--- config.mk ---
export PLATFORM = sky130hd
export DESIGN_NAME = ref_index_exp_golomb_parser
export DESIGN_NICKNAME = d
export VERILOG_FILES = /design/src/hdl/egp_pkg.sv /design/src/hdl/egp_decode.sv /design/src/hdl/egp_out_buf.sv /design/src/hdl/ref_index_exp_golomb_parser.sv
export SDC_FILE = /design/constraint.sdc
export NUM_CORES = 1
export LEC_CHECK = 0
export BUFFER_PORTS_ARGS = -buffer_cell sky130_fd_sc_hd__buf_2
export CORE_AREA = 8 8 93 95
export CTS_BUF_LIST = sky130_fd_sc_hd__clkbuf_8
export DETAILED_ROUTE_END_ITERATION = 12
export DIE_AREA = 0 0 101 103
export PLACE_DENSITY = 0.73
export RECOVER_POWER = 50
export SKIP_LAST_GASP = 1
export SYNTH_ARGS = -nofsm -noshare
export SYNTH_HDL_FRONTEND = slang
export SYNTH_HIERARCHICAL = 1
export SYNTH_SLANG_ARGS = --single-unit
--- constraint.sdc ---
create_clock -name clk -period 3.4 [get_ports clk]
set_input_delay 0.34 -clock clk [delete_from_list [all_inputs] [get_ports clk]]
set_output_delay 0.34 -clock clk [all_outputs]
set_load 0.01 [all_outputs]
--- src/hdl/egp_pkg.sv ---
// ----------------------------------------------------------------------------
// egp_pkg: shared types and constants of the reference index parser
// Word formats for both channels, the parser state record and the codes used
// by the decode logic and the top level.
// ----------------------------------------------------------------------------
package egp_pkg;

    // Largest partition count of a macroblock and number of references.
    localparam int MAX_PARTS = 4;
    localparam int MAX_REFS  = 32;

    // Operation codes of an input word.
    localparam logic OP_START = 1'b0;
    localparam logic OP_BIT   = 1'b1;

    // Status codes of a result word.
    localparam logic [1:0] ST_OK    = 2'd0;
    localparam logic [1:0] ST_RANGE = 2'd1;
    localparam logic [1:0] ST_EMPTY = 2'd2;

    typedef enum logic [2:0] {
        PH_IDLE   = 3'b001,
        PH_PREFIX = 3'b010,
        PH_SUFFIX = 3'b100
    } egp_phase_t;

    typedef struct packed {
        logic       operation;
        logic [2:0] num_parts;
        logic [3:0] list_use_mask;
        logic [3:0] motion_pred_mask;
        logic       stream_bit;
    } egp_in_t;

    typedef struct packed {
        logic [1:0] part_index;
        logic [4:0] ref_index;
        logic [1:0] status;
        logic       last;
    } egp_out_t;

    typedef struct packed {
        egp_phase_t phase;
        logic [3:0] pending_mask;
        logic [1:0] current_part;
        logic [4:0] zero_count;
        logic [4:0] suffix_left;
        logic [4:0] value_accum;
        logic       value_too_big;
    } egp_state_t;

endpackage

--- src/hdl/egp_decode.sv ---
// ----------------------------------------------------------------------------
// egp_decode: next-state and result logic of the parser
// Takes one input word and the current parser state and works out the next
// state and at most one result word.
// ----------------------------------------------------------------------------
module egp_decode (
    input  egp_pkg::egp_in_t    word,
    input  egp_pkg::egp_state_t state,
    input  logic [4:0]          max_ref_index,
    output egp_pkg::egp_state_t state_next,
    output logic                res_valid,
    output egp_pkg::egp_out_t   res_word
);
    import egp_pkg::*;

    localparam logic [4:0] REF_LIMIT = 5'(MAX_REFS - 1);
    localparam logic [2:0] PART_LIMIT = 3'(MAX_PARTS);

    function automatic logic [1:0] lowest_part(input logic [3:0] m);
        logic [1:0] p;
        if (m[0])
            p = 2'd0;
        else if (m[1])
            p = 2'd1;
        else if (m[2])
            p = 2'd2;
        else if (m[3])
            p = 2'd3;
        else
            p = 2'd0;
        return p;
    endfunction

    egp_state_t cleared;
    logic [2:0] parts;
    logic [3:0] need;
    logic [3:0] left_mask;
    logic [4:0] limit;
    logic [6:0] grown;
    logic [4:0] acc_new;
    logic       big_new;
    logic [4:0] sl_new;
    logic       code_end;
    logic       finish;
    logic       fail;
    logic [4:0] finish_idx;

    always_comb
    begin
        cleared = '{phase: PH_IDLE, pending_mask: 4'd0, current_part: 2'd0,
                    zero_count: 5'd0, suffix_left: 5'd0, value_accum: 5'd0,
                    value_too_big: 1'b0};

        parts = (word.num_parts > PART_LIMIT) ? PART_LIMIT : word.num_parts;
        need  = word.list_use_mask & ~word.motion_pred_mask
              & 4'((5'd1 << parts) - 5'd1);
        limit = (max_ref_index > REF_LIMIT) ? REF_LIMIT : max_ref_index;

        // One suffix bit: codeNum grows as 2 * acc + 1 + bit, saturating at 31.
        grown   = 7'({state.value_accum, 1'b0}) + 7'd1 + 7'(word.stream_bit);
        big_new = state.value_too_big | (grown > 7'd31);
        acc_new = (grown > 7'd31) ? 5'd31 : grown[4:0];
        sl_new  = state.suffix_left - 5'd1;

        state_next = state;
        res_valid  = 1'b0;
        res_word   = '{part_index: state.current_part, ref_index: 5'd0,
                       status: ST_RANGE, last: 1'b1};
        finish     = 1'b0;
        fail       = 1'b0;
        finish_idx = 5'd0;
        code_end   = 1'b0;
        left_mask  = state.pending_mask & ~(4'd1 << state.current_part);

        if (word.operation == OP_START)
        begin
            // A new start abandons whatever was in progress.
            if (need == 4'd0)
            begin
                state_next = cleared;
                res_valid  = 1'b1;
                res_word   = '{part_index: 2'd0, ref_index: 5'd0,
                               status: ST_EMPTY, last: 1'b1};
            end
            else
            begin
                state_next = cleared;
                state_next.phase        = PH_PREFIX;
                state_next.pending_mask = need;
                state_next.current_part = lowest_part(need);
            end
        end
        else
        begin
            case (state.phase)
                PH_PREFIX:
                begin
                    if (state.zero_count == 5'd0 && max_ref_index == 5'd0)
                    begin
                        finish     = 1'b1;
                        finish_idx = {4'd0, ~word.stream_bit};
                    end
                    else if (!word.stream_bit)
                    begin
                        if (state.zero_count == 5'd31)
                            fail = 1'b1;
                        else
                            state_next.zero_count = state.zero_count + 5'd1;
                    end
                    else if (state.zero_count == 5'd0)
                    begin
                        // A lone one codes index zero, always in range.
                        finish     = 1'b1;
                        finish_idx = 5'd0;
                    end
                    else
                    begin
                        state_next.phase         = PH_SUFFIX;
                        state_next.suffix_left   = state.zero_count;
                        state_next.value_accum   = 5'd0;
                        state_next.value_too_big = 1'b0;
                    end
                end
                PH_SUFFIX:
                begin
                    state_next.value_accum   = acc_new;
                    state_next.value_too_big = big_new;
                    state_next.suffix_left   = sl_new;
                    if (sl_new == 5'd0)
                    begin
                        code_end = 1'b1;
                        if (big_new || acc_new > limit)
                            fail = 1'b1;
                        else
                        begin
                            finish     = 1'b1;
                            finish_idx = acc_new;
                        end
                    end
                end
                default:
                begin
                    // A stream bit while idle is dropped.
                    state_next = state;
                end
            endcase

            if (fail)
            begin
                state_next = cleared;
                res_valid  = 1'b1;
                res_word   = '{part_index: state.current_part, ref_index: 5'd0,
                               status: ST_RANGE, last: 1'b1};
            end
            else if (finish)
            begin
                res_valid = 1'b1;
                res_word  = '{part_index: state.current_part, ref_index: finish_idx,
                              status: ST_OK, last: (left_mask == 4'd0)};
                if (left_mask == 4'd0)
                    state_next = cleared;
                else
                begin
                    state_next = cleared;
                    state_next.phase        = PH_PREFIX;
                    state_next.pending_mask = left_mask;
                    state_next.current_part = lowest_part(left_mask);
                end
            end
        end

        if (code_end && !finish && !fail)
            state_next.phase = PH_IDLE;
    end

endmodule

--- src/hdl/egp_out_buf.sv ---
// ----------------------------------------------------------------------------
// egp_out_buf: two-entry result buffer
// An output register with a skid entry behind it, so that a result produced
// while the consumer stalls is kept and the input side stalls only after.
// ----------------------------------------------------------------------------
module egp_out_buf (
    input  logic              clk,
    input  logic              rst_n,
    input  logic              push_valid,
    input  egp_pkg::egp_out_t push_word,
    output logic              full,
    output logic              rsp_valid,
    input  logic              rsp_stall,
    output egp_pkg::egp_out_t rsp_word
);
    import egp_pkg::*;

    logic     main_valid_reg;
    logic     main_valid_next;
    logic     skid_valid_reg;
    logic     skid_valid_next;
    egp_out_t main_reg;
    egp_out_t main_next;
    egp_out_t skid_reg;
    egp_out_t skid_next;
    logic     pop;

    assign pop = main_valid_reg && !rsp_stall;

    always_comb
    begin
        main_valid_next = main_valid_reg;
        skid_valid_next = skid_valid_reg;
        main_next       = main_reg;
        skid_next       = skid_reg;
        if (skid_valid_reg)
        begin
            if (pop)
            begin
                main_next       = skid_reg;
                skid_valid_next = 1'b0;
            end
        end
        else if (push_valid)
        begin
            if (!main_valid_reg || pop)
            begin
                main_next       = push_word;
                main_valid_next = 1'b1;
            end
            else
            begin
                skid_next       = push_word;
                skid_valid_next = 1'b1;
            end
        end
        else if (pop)
            main_valid_next = 1'b0;
    end

    always_ff @(posedge clk or negedge rst_n)
    begin
        if (!rst_n)
        begin
            main_valid_reg <= 1'b0;
            skid_valid_reg <= 1'b0;
        end
        else
        begin
            main_valid_reg <= main_valid_next;
            skid_valid_reg <= skid_valid_next;
        end
    end

    always_ff @(posedge clk)
    begin
        main_reg <= main_next;
        skid_reg <= skid_next;
    end

    assign full      = skid_valid_reg;
    assign rsp_valid = main_valid_reg;
    assign rsp_word  = main_reg;

`ifndef NO_ASSERTIONS
    // The skid entry is only ever filled behind a waiting output word.
    a_skid_behind_main: assert property (@(posedge clk) disable iff (!rst_n)
        skid_valid_reg |-> main_valid_reg)
        else $error("skid entry held without an output word");

    // A word refused by the consumer is still offered in the next cycle.
    a_stalled_kept: assert property (@(posedge clk) disable iff (!rst_n)
        main_valid_reg && rsp_stall |=> main_valid_reg)
        else $error("stalled result word lost");

    // A push is never made while the buffer reports full.
    a_no_push_full: assert property (@(posedge clk) disable iff (!rst_n)
        full |-> !push_valid)
        else $error("result pushed into a full buffer");
`endif

endmodule

--- src/hdl/ref_index_exp_golomb_parser.sv ---
// ----------------------------------------------------------------------------
// ref_index_exp_golomb_parser: bit-serial reference index parser
// Decodes the te(v)/ue(v) reference indices of one macroblock, one bitstream
// bit per input word: one result per index, or one empty or out-of-range one.
// ----------------------------------------------------------------------------
// The parser takes one input word per clock cycle while req_stall is low. A
// start word names the partitions of a macroblock and which of them carry a
// coded index; each following word delivers a single bitstream bit. The whole
// decision for a word (prefix counting, suffix accumulation, range check and
// choice of the next partition) is made in the cycle in which the word is
// accepted, and its result word is sent out from a register. Results pass
// through a two-entry buffer: when the consumer stalls, one further result is
// held in the skid entry and req_stall rises only from the following cycle,
// so the sustained rate is one word per cycle whenever the consumer keeps up.
// The register max_ref_index is written through the configuration port,
// which is always ready; it must only be changed while no macroblock is in
// progress and no result is outstanding. A value of zero selects the one-bit
// inverted code, not range checked; else an index above the register value,
// or thirty-two leading zeros, ends the macroblock as out of range.
// ----------------------------------------------------------------------------
module ref_index_exp_golomb_parser (
    input  logic              clk,
    input  logic              rst_n,
    input  logic              req_valid,
    output logic              req_stall,
    input  egp_pkg::egp_in_t  req_word,
    output logic              rsp_valid,
    input  logic              rsp_stall,
    output egp_pkg::egp_out_t rsp_word,
    input  logic              cfg_valid,
    output logic              cfg_ready,
    input  logic [4:0]        cfg_data
);
    import egp_pkg::*;

    egp_state_t state_reg;
    egp_state_t state_next;
    egp_state_t dec_state;
    logic [4:0] max_ref_reg;
    logic       accept;
    logic       res_valid;
    egp_out_t   res_word;
    logic       buf_full;

    // The stall is taken straight from the skid entry, a register, so it
    // never depends on the producer's valid.
    assign req_stall = buf_full;
    assign accept    = req_valid && !req_stall;
    assign cfg_ready = 1'b1;

    egp_decode u_decode (
        .word          (req_word),
        .state         (state_reg),
        .max_ref_index (max_ref_reg),
        .state_next    (dec_state),
        .res_valid     (res_valid),
        .res_word      (res_word)
    );

    assign state_next = accept ? dec_state : state_reg;

    always_ff @(posedge clk or negedge rst_n)
    begin
        if (!rst_n)
        begin
            state_reg <= '{phase: PH_IDLE, pending_mask: 4'd0, current_part: 2'd0,
                           zero_count: 5'd0, suffix_left: 5'd0, value_accum: 5'd0,
                           value_too_big: 1'b0};
            max_ref_reg <= 5'd0;
        end
        else
        begin
            state_reg <= state_next;
            if (cfg_valid && cfg_ready)
                max_ref_reg <= cfg_data;
        end
    end

    egp_out_buf u_out_buf (
        .clk        (clk),
        .rst_n      (rst_n),
        .push_valid (accept && res_valid),
        .push_word  (res_word),
        .full       (buf_full),
        .rsp_valid  (rsp_valid),
        .rsp_stall  (rsp_stall),
        .rsp_word   (rsp_word)
    );

`ifndef NO_ASSERTIONS
    // Outside a macroblock no partition may be left waiting.
    a_idle_no_pending: assert property (@(posedge clk) disable iff (!rst_n)
        state_reg.phase == PH_IDLE |-> state_reg.pending_mask == 4'd0)
        else $error("partitions pending while idle");

    // The partition being parsed is always one that still needs an index.
    a_current_pending: assert property (@(posedge clk) disable iff (!rst_n)
        state_reg.phase != PH_IDLE
            |-> state_reg.pending_mask[state_reg.current_part])
        else $error("current partition not pending");

    // A suffix in progress always has at least one bit left to read.
    a_suffix_left: assert property (@(posedge clk) disable iff (!rst_n)
        state_reg.phase == PH_SUFFIX |-> state_reg.suffix_left != 5'd0)
        else $error("suffix phase with no bits left");

    // A start word never leaves a result-less macroblock idle.
    a_start_result: assert property (@(posedge clk) disable iff (!rst_n)
        accept && req_word.operation == OP_START && !res_valid
            |=> state_reg.phase == PH_PREFIX)
        else $error("start without result did not begin parsing");
`endif

endmodule
# [After elaboration in Yosys (flattened, before gate mapping)]
# Cells that the tools add are included.
# W data, S select, Z words.
[classes] eq_ne=18 mux=70 addsub=5 n_reduce_logical=28 n_lt_le_gt_ge=4 shift=2 n_bitwise=9
[ops] op="$mux W25" n=3
[ops] op="$mux W10" n=6
[ops] op="$mux W24" n=2
[ops] op="$mux W5" n=7
[ops] op="$mux W1" n=29
[ops] op="$mux W11" n=2
[ops] op="$pmux W11 S2" n=1
[ops] op="$ne A5 B5 Y1 const B" n=4
[ops] op="$mux W3" n=6
[ops] op="$mux W16" n=1
[ops] op="$mux W2" n=8
[ops] op="$mux W8" n=2
[ops] op="$logic_not A5 Y1" n=3
[ops] op="$reduce_and A5 Y1" n=3
[ops] op="$and A4 B4 Y4" n=3
[ops] op="$ne A5 B1 Y1 const B" n=2
[ops] op="$pmux W5 S2" n=1
[ops] op="$reduce_and A3 Y1" n=3
[ops] op="$logic_not A4 Y1" n=2
[ops] op="$ne A4 B4 Y1 const B" n=2
[ops] op="$not A4 Y4" n=2
[ops] op="$add A6 B1 Y7 const B" n=1
[ops] op="$add A7 B1 Y7" n=1
[ops] op="$gt A7 B5 Y1 const B" n=1
[ops] op="25 further kinds" n=41
[totals] out_inout_bits=13 input_bits=23 register_bits=52

# [Logic depth before layout (Yosys ltp)]
[depth] depth_word=16 mapped_depth=15 ltp_nobuf=14

# [Modules after synthesis]
# The synthesis kept the hierarchy.
[modules_own_cells] module="egp_decode" cells_each=227 seq_area_each_um2=0.0 n_inst=1 area_each_um2=1445.1
[modules_own_cells] module="ref_index_exp_golomb_parser" cells_each=67 seq_area_each_um2=752.0 n_inst=1 area_each_um2=1243.7
[modules_own_cells] module="egp_out_buf" cells_each=43 seq_area_each_um2=650.6 n_inst=1 area_each_um2=848.3

# [Worst setup path after synthesis]
# No wires, ideal clock.
[synth_path] kind="input -> register" startpoint="input port req_word[0] (netlist name)" endpoint="register u_out_buf.main_reg, in the netlist u_out_buf/rsp_word[0], data pin" n_path_buf=1 setup_time_ps=260 t_arrival_ps=3421 slack_ps=-281 required_time_ps=3140 path_stages=14 path_cell_list="clkbuf_1 > inv_1 > ha_1 > nor4b_1 > o211ai_1 > o221a_2 > nand2_1 > ha_1 > a2111oi_0 > o21ai_0 > a21oi_1 > a21oi_1 > or3_1 > mux2_4"
[synth_lines] item="start: declaration" line_no="ref_index_exp_golomb_parser.sv:26" text="input egp_pkg::egp_in_t req_word,"
[synth_lines] item="end signal: assignment" line_no="egp_out_buf.sv:77" text="main_reg <= main_next;"
[synth_lines] item="end: declaration" line_no="egp_out_buf.sv:22" text="egp_out_t main_reg;"

==> results.md <==
- Outcome: finished, violations left
- Violated checks: capacitance limit, slew limit, setup timing
- Async SR Flop Fraction: 61.54%
- Startpoint Class: flop
- Combinational share of power: 36.3%
- Syn-to-layout area delta: 20.27%
- Internal power: 1.361 mW
- Synth area leaders: dfrtp_1 (22%), edfxtp_1 (17%), mux2_4 (11%)
- Placed Instances: 481
- Hold Path Cell Cnt: 2
- Hold crit path type: in -> reg
- Skew-Pair Late Insertion Delay: 310 ps
- Routability cong.: 0.9051
- Post-synth EDFFs: 20
- Full die area: 0.01040 mm^2
- Root Driver: clkbuf_8
- CP max FO: 6
- CTS H-tree lvls: 2
- Crit path kind: reg -> reg
- Dpl hpwl: 5916 um
- Layout cells sized above 1: 35.61%
- Max-slew violations: 33
- Die extent in x: 101 um
- Worst Path Arrival: 3530 ps
- Total nets after synthesis: 371
- FP Rows: 31
- Initial core utilization: 49.56%
- CP endpoint kind: flop
- Initial antenna violation count: 0
- Switching share of power: 35.89%
- Register area share after synthesis: 39.65%
- Antenna Violating Nets Remaining: 0
- CTS Buf Count: 5
- Longest Clk Path Bufs: 2
- Initial DRT Pass Iterations: 4
- Fin util: 59.61%
- Remaining DRCs: 0
- Port Buffer Count: 34
- Unrepaired setup endpoints after global routing: yes
- Syn Area/Cell: 10.50 um^2
- Most common cell after layout, fill and taps aside: dfrtp_1
- Clk pwr share: 20.1%
- Placeable core area: 0.007137 mm^2
- Vias in the first global route: 2,819
- Synth Cell Area: 0.003537 mm^2
- Flop pwr share: 43.6%
- Max Freq: 288.8 MHz
- Synth Warn #: 6
- Final Hold Vio Count: 0
- Vias per cell: 5.879
- Height of the die: 103 um
- DR iter-0 viols: 210
- Fin nets: 429
- Ant diodes: 0
- Clock sinks: 52
- TritonCTS clock tree: built
- Synth top area share: 21.93%
- Crit share post-route: 101.8%
- Mapped Cells: 337
- Slew HR: -22.95%
- Power Density: 498.9 mW/mm^2
- Psw: 0.7616 mW
- Total GRT Usage: 16.12%
- Drt total wl: 8441 um
- Most frequent cells in the layout: dfrtp_1 (30), nor2_1 (27), mux2_4 (25), buf_4 (25), nand2_1 (25)
- Final setup margin: -62.71 ps
- CTS clock-pin slew for the worst setup and hold paths: 90 ps
- Count of different cell masters after synthesis: 74
- Largest net degree at the start of global routing: 33
- Wire length per cell: 17.05 um
- Main synth FF type: dfrtp_1
- Yosys top cell by area: dfrtp_1
- Clock Skew: 5.007 ps
- Leak: 1.737 nW
- Fin cells: 495
- Actual slew at the worst max-slew pin: 1844 ps
- Max reg flops: 25
- Required @ worst endpoint: 3470 ps
- Finish-stage setup viols: 4
- Tmin final: 3463 ps
- First-pass GRT wire length: 13,340 um
- Via Count: 2,910
- I/O pins: 36
- # fillers: 605
- Max-Cap Viols: 1
- Yosys reg bits: 52
- Grt total ovfl: 0
- R2R depth: 15
- Maximum vdd drop: 0.0002187 V
[through the flow]
stage          hold slack (ps)  setup slack, ps  cell area (um^2)  setup TNS (ps)  power, mW
6_report                 255.9           -62.71              4254          -133.5      2.122
5_1_grt                  250.6           -146.1              4254           -1214      2.246
4_1_cts                  120.7           -6.760              4126          -10.10      2.113
3_5_place_dp             461.6           -179.0              3941           -1005      1.681
3_3_place_gp             449.7           -39.01              3941          -108.5      1.662
2_1_floorplan            44.41            3.562              3578               0      1.511
[cell usage after synthesis, types with 3 or more instances]
| cell type | count |
|---|---|
| o22ai_1 | 4 |
| mux2_4 | 26 |
| o21ai_0 | 10 |
| and2_1 | 5 |
| xnor2_1 | 5 |
| a31o_1 | 3 |
| dfrtp_1 | 31 |
| o211ai_1 | 3 |
| nand2b_1 | 3 |
| nor2b_1 | 3 |
| mux2_2 | 11 |
| nor2_1 | 27 |
| a221oi_1 | 3 |
| clkbuf_1 | 4 |
| ha_1 | 11 |
| nand3_1 | 8 |
| nor3_1 | 7 |
| nor3b_1 | 4 |
| edfxtp_1 | 20 |
| xor2_1 | 3 |
| nand2_1 | 27 |
| a22oi_1 | 3 |
| a31oi_1 | 6 |
| inv_1 | 20 |
| a21oi_1 | 27 |
| mux2_1 | 3 |
| a21o_1 | 3 |
[power by group through the flow]
stage,clock network (mW),logic [mW],registers (mW)
after detailed placement,0,0.745,0.937
final,0.426,0.771,0.926
after CTS,0.435,0.754,0.925
after floorplan,0,0.603,0.907
after global routing,0.464,0.834,0.948
after global placement,0,0.730,0.932
[logic make-up after synthesis]
family,synth area share [%]
other,0.1060
xor gates and xnor gates,1.981
and+or+nand+nor,16.24
DFF,39.65
adders and majority gates,3.891
buffers and inverters,4.811
AOI/OAI and AO/OA,17.55
muxes,15.78
[critical path, cell delays in order, from the launching register on]
cell and delay, ps:
dfrtp_2 480, ha_4 190, nand2b_1 110, or2_4 260
buf_4 150, o221ai_4 220, buf_4 170, a21oi_2 60
ha_1 280, nand4b_1 100, o32a_1 260, buf_6 160
a31oi_1 130, nand3_1 170, and2_4 210, mux2_4 260
[metal layers]
metal  share of wire [%]  global-route usage (%)
met5                   0                       0
met3                 4.6                   2.701
met2                  51                   29.29
met1                  43                   18.74
met4                 1.7                   5.498
[final timing paths]
kind	from	end	slack [ps]
setup / recovery	state_reg[1]	u_out_buf/rsp_word[1]	-60
hold / removal	cfg_data[1]	max_ref_reg[1]	260
setup reg to reg	state_reg[1]	u_out_buf/rsp_word[1]	-60
hold reg to reg	u_out_buf/rsp_valid	u_out_buf/full	540
max in group asynchronous	rst_n	state_reg[1]	1690
min in group asynchronous	rst_n	state_reg[6]	520
[final cells by class]
class / count / area (um^2) / share of cell area [%]
Timing Repair Buffer: 62 / 375.4 / 8.824
Clock buffer: 5 / 68.82 / 1.618
Tap cell: 99 / 123.9 / 2.912
Inverter: 20 / 75.07 / 1.765
Clock inverter: 3 / 42.54 / 1.000
Sequential cell: 52 / 1404 / 33.00
Multi-Input combinational cell: 254 / 2165 / 50.88
[what timing repair did]
item | CTS | global route
gates cloned | 0 | 0
pin swaps | 13 | 29
resized for setup | 10 | 25
setup endpoints to repair | 7 | 17
buffers inserted | 2 | 4
hold buffers | 0 | 0
(Power assumes the default switching activity.)
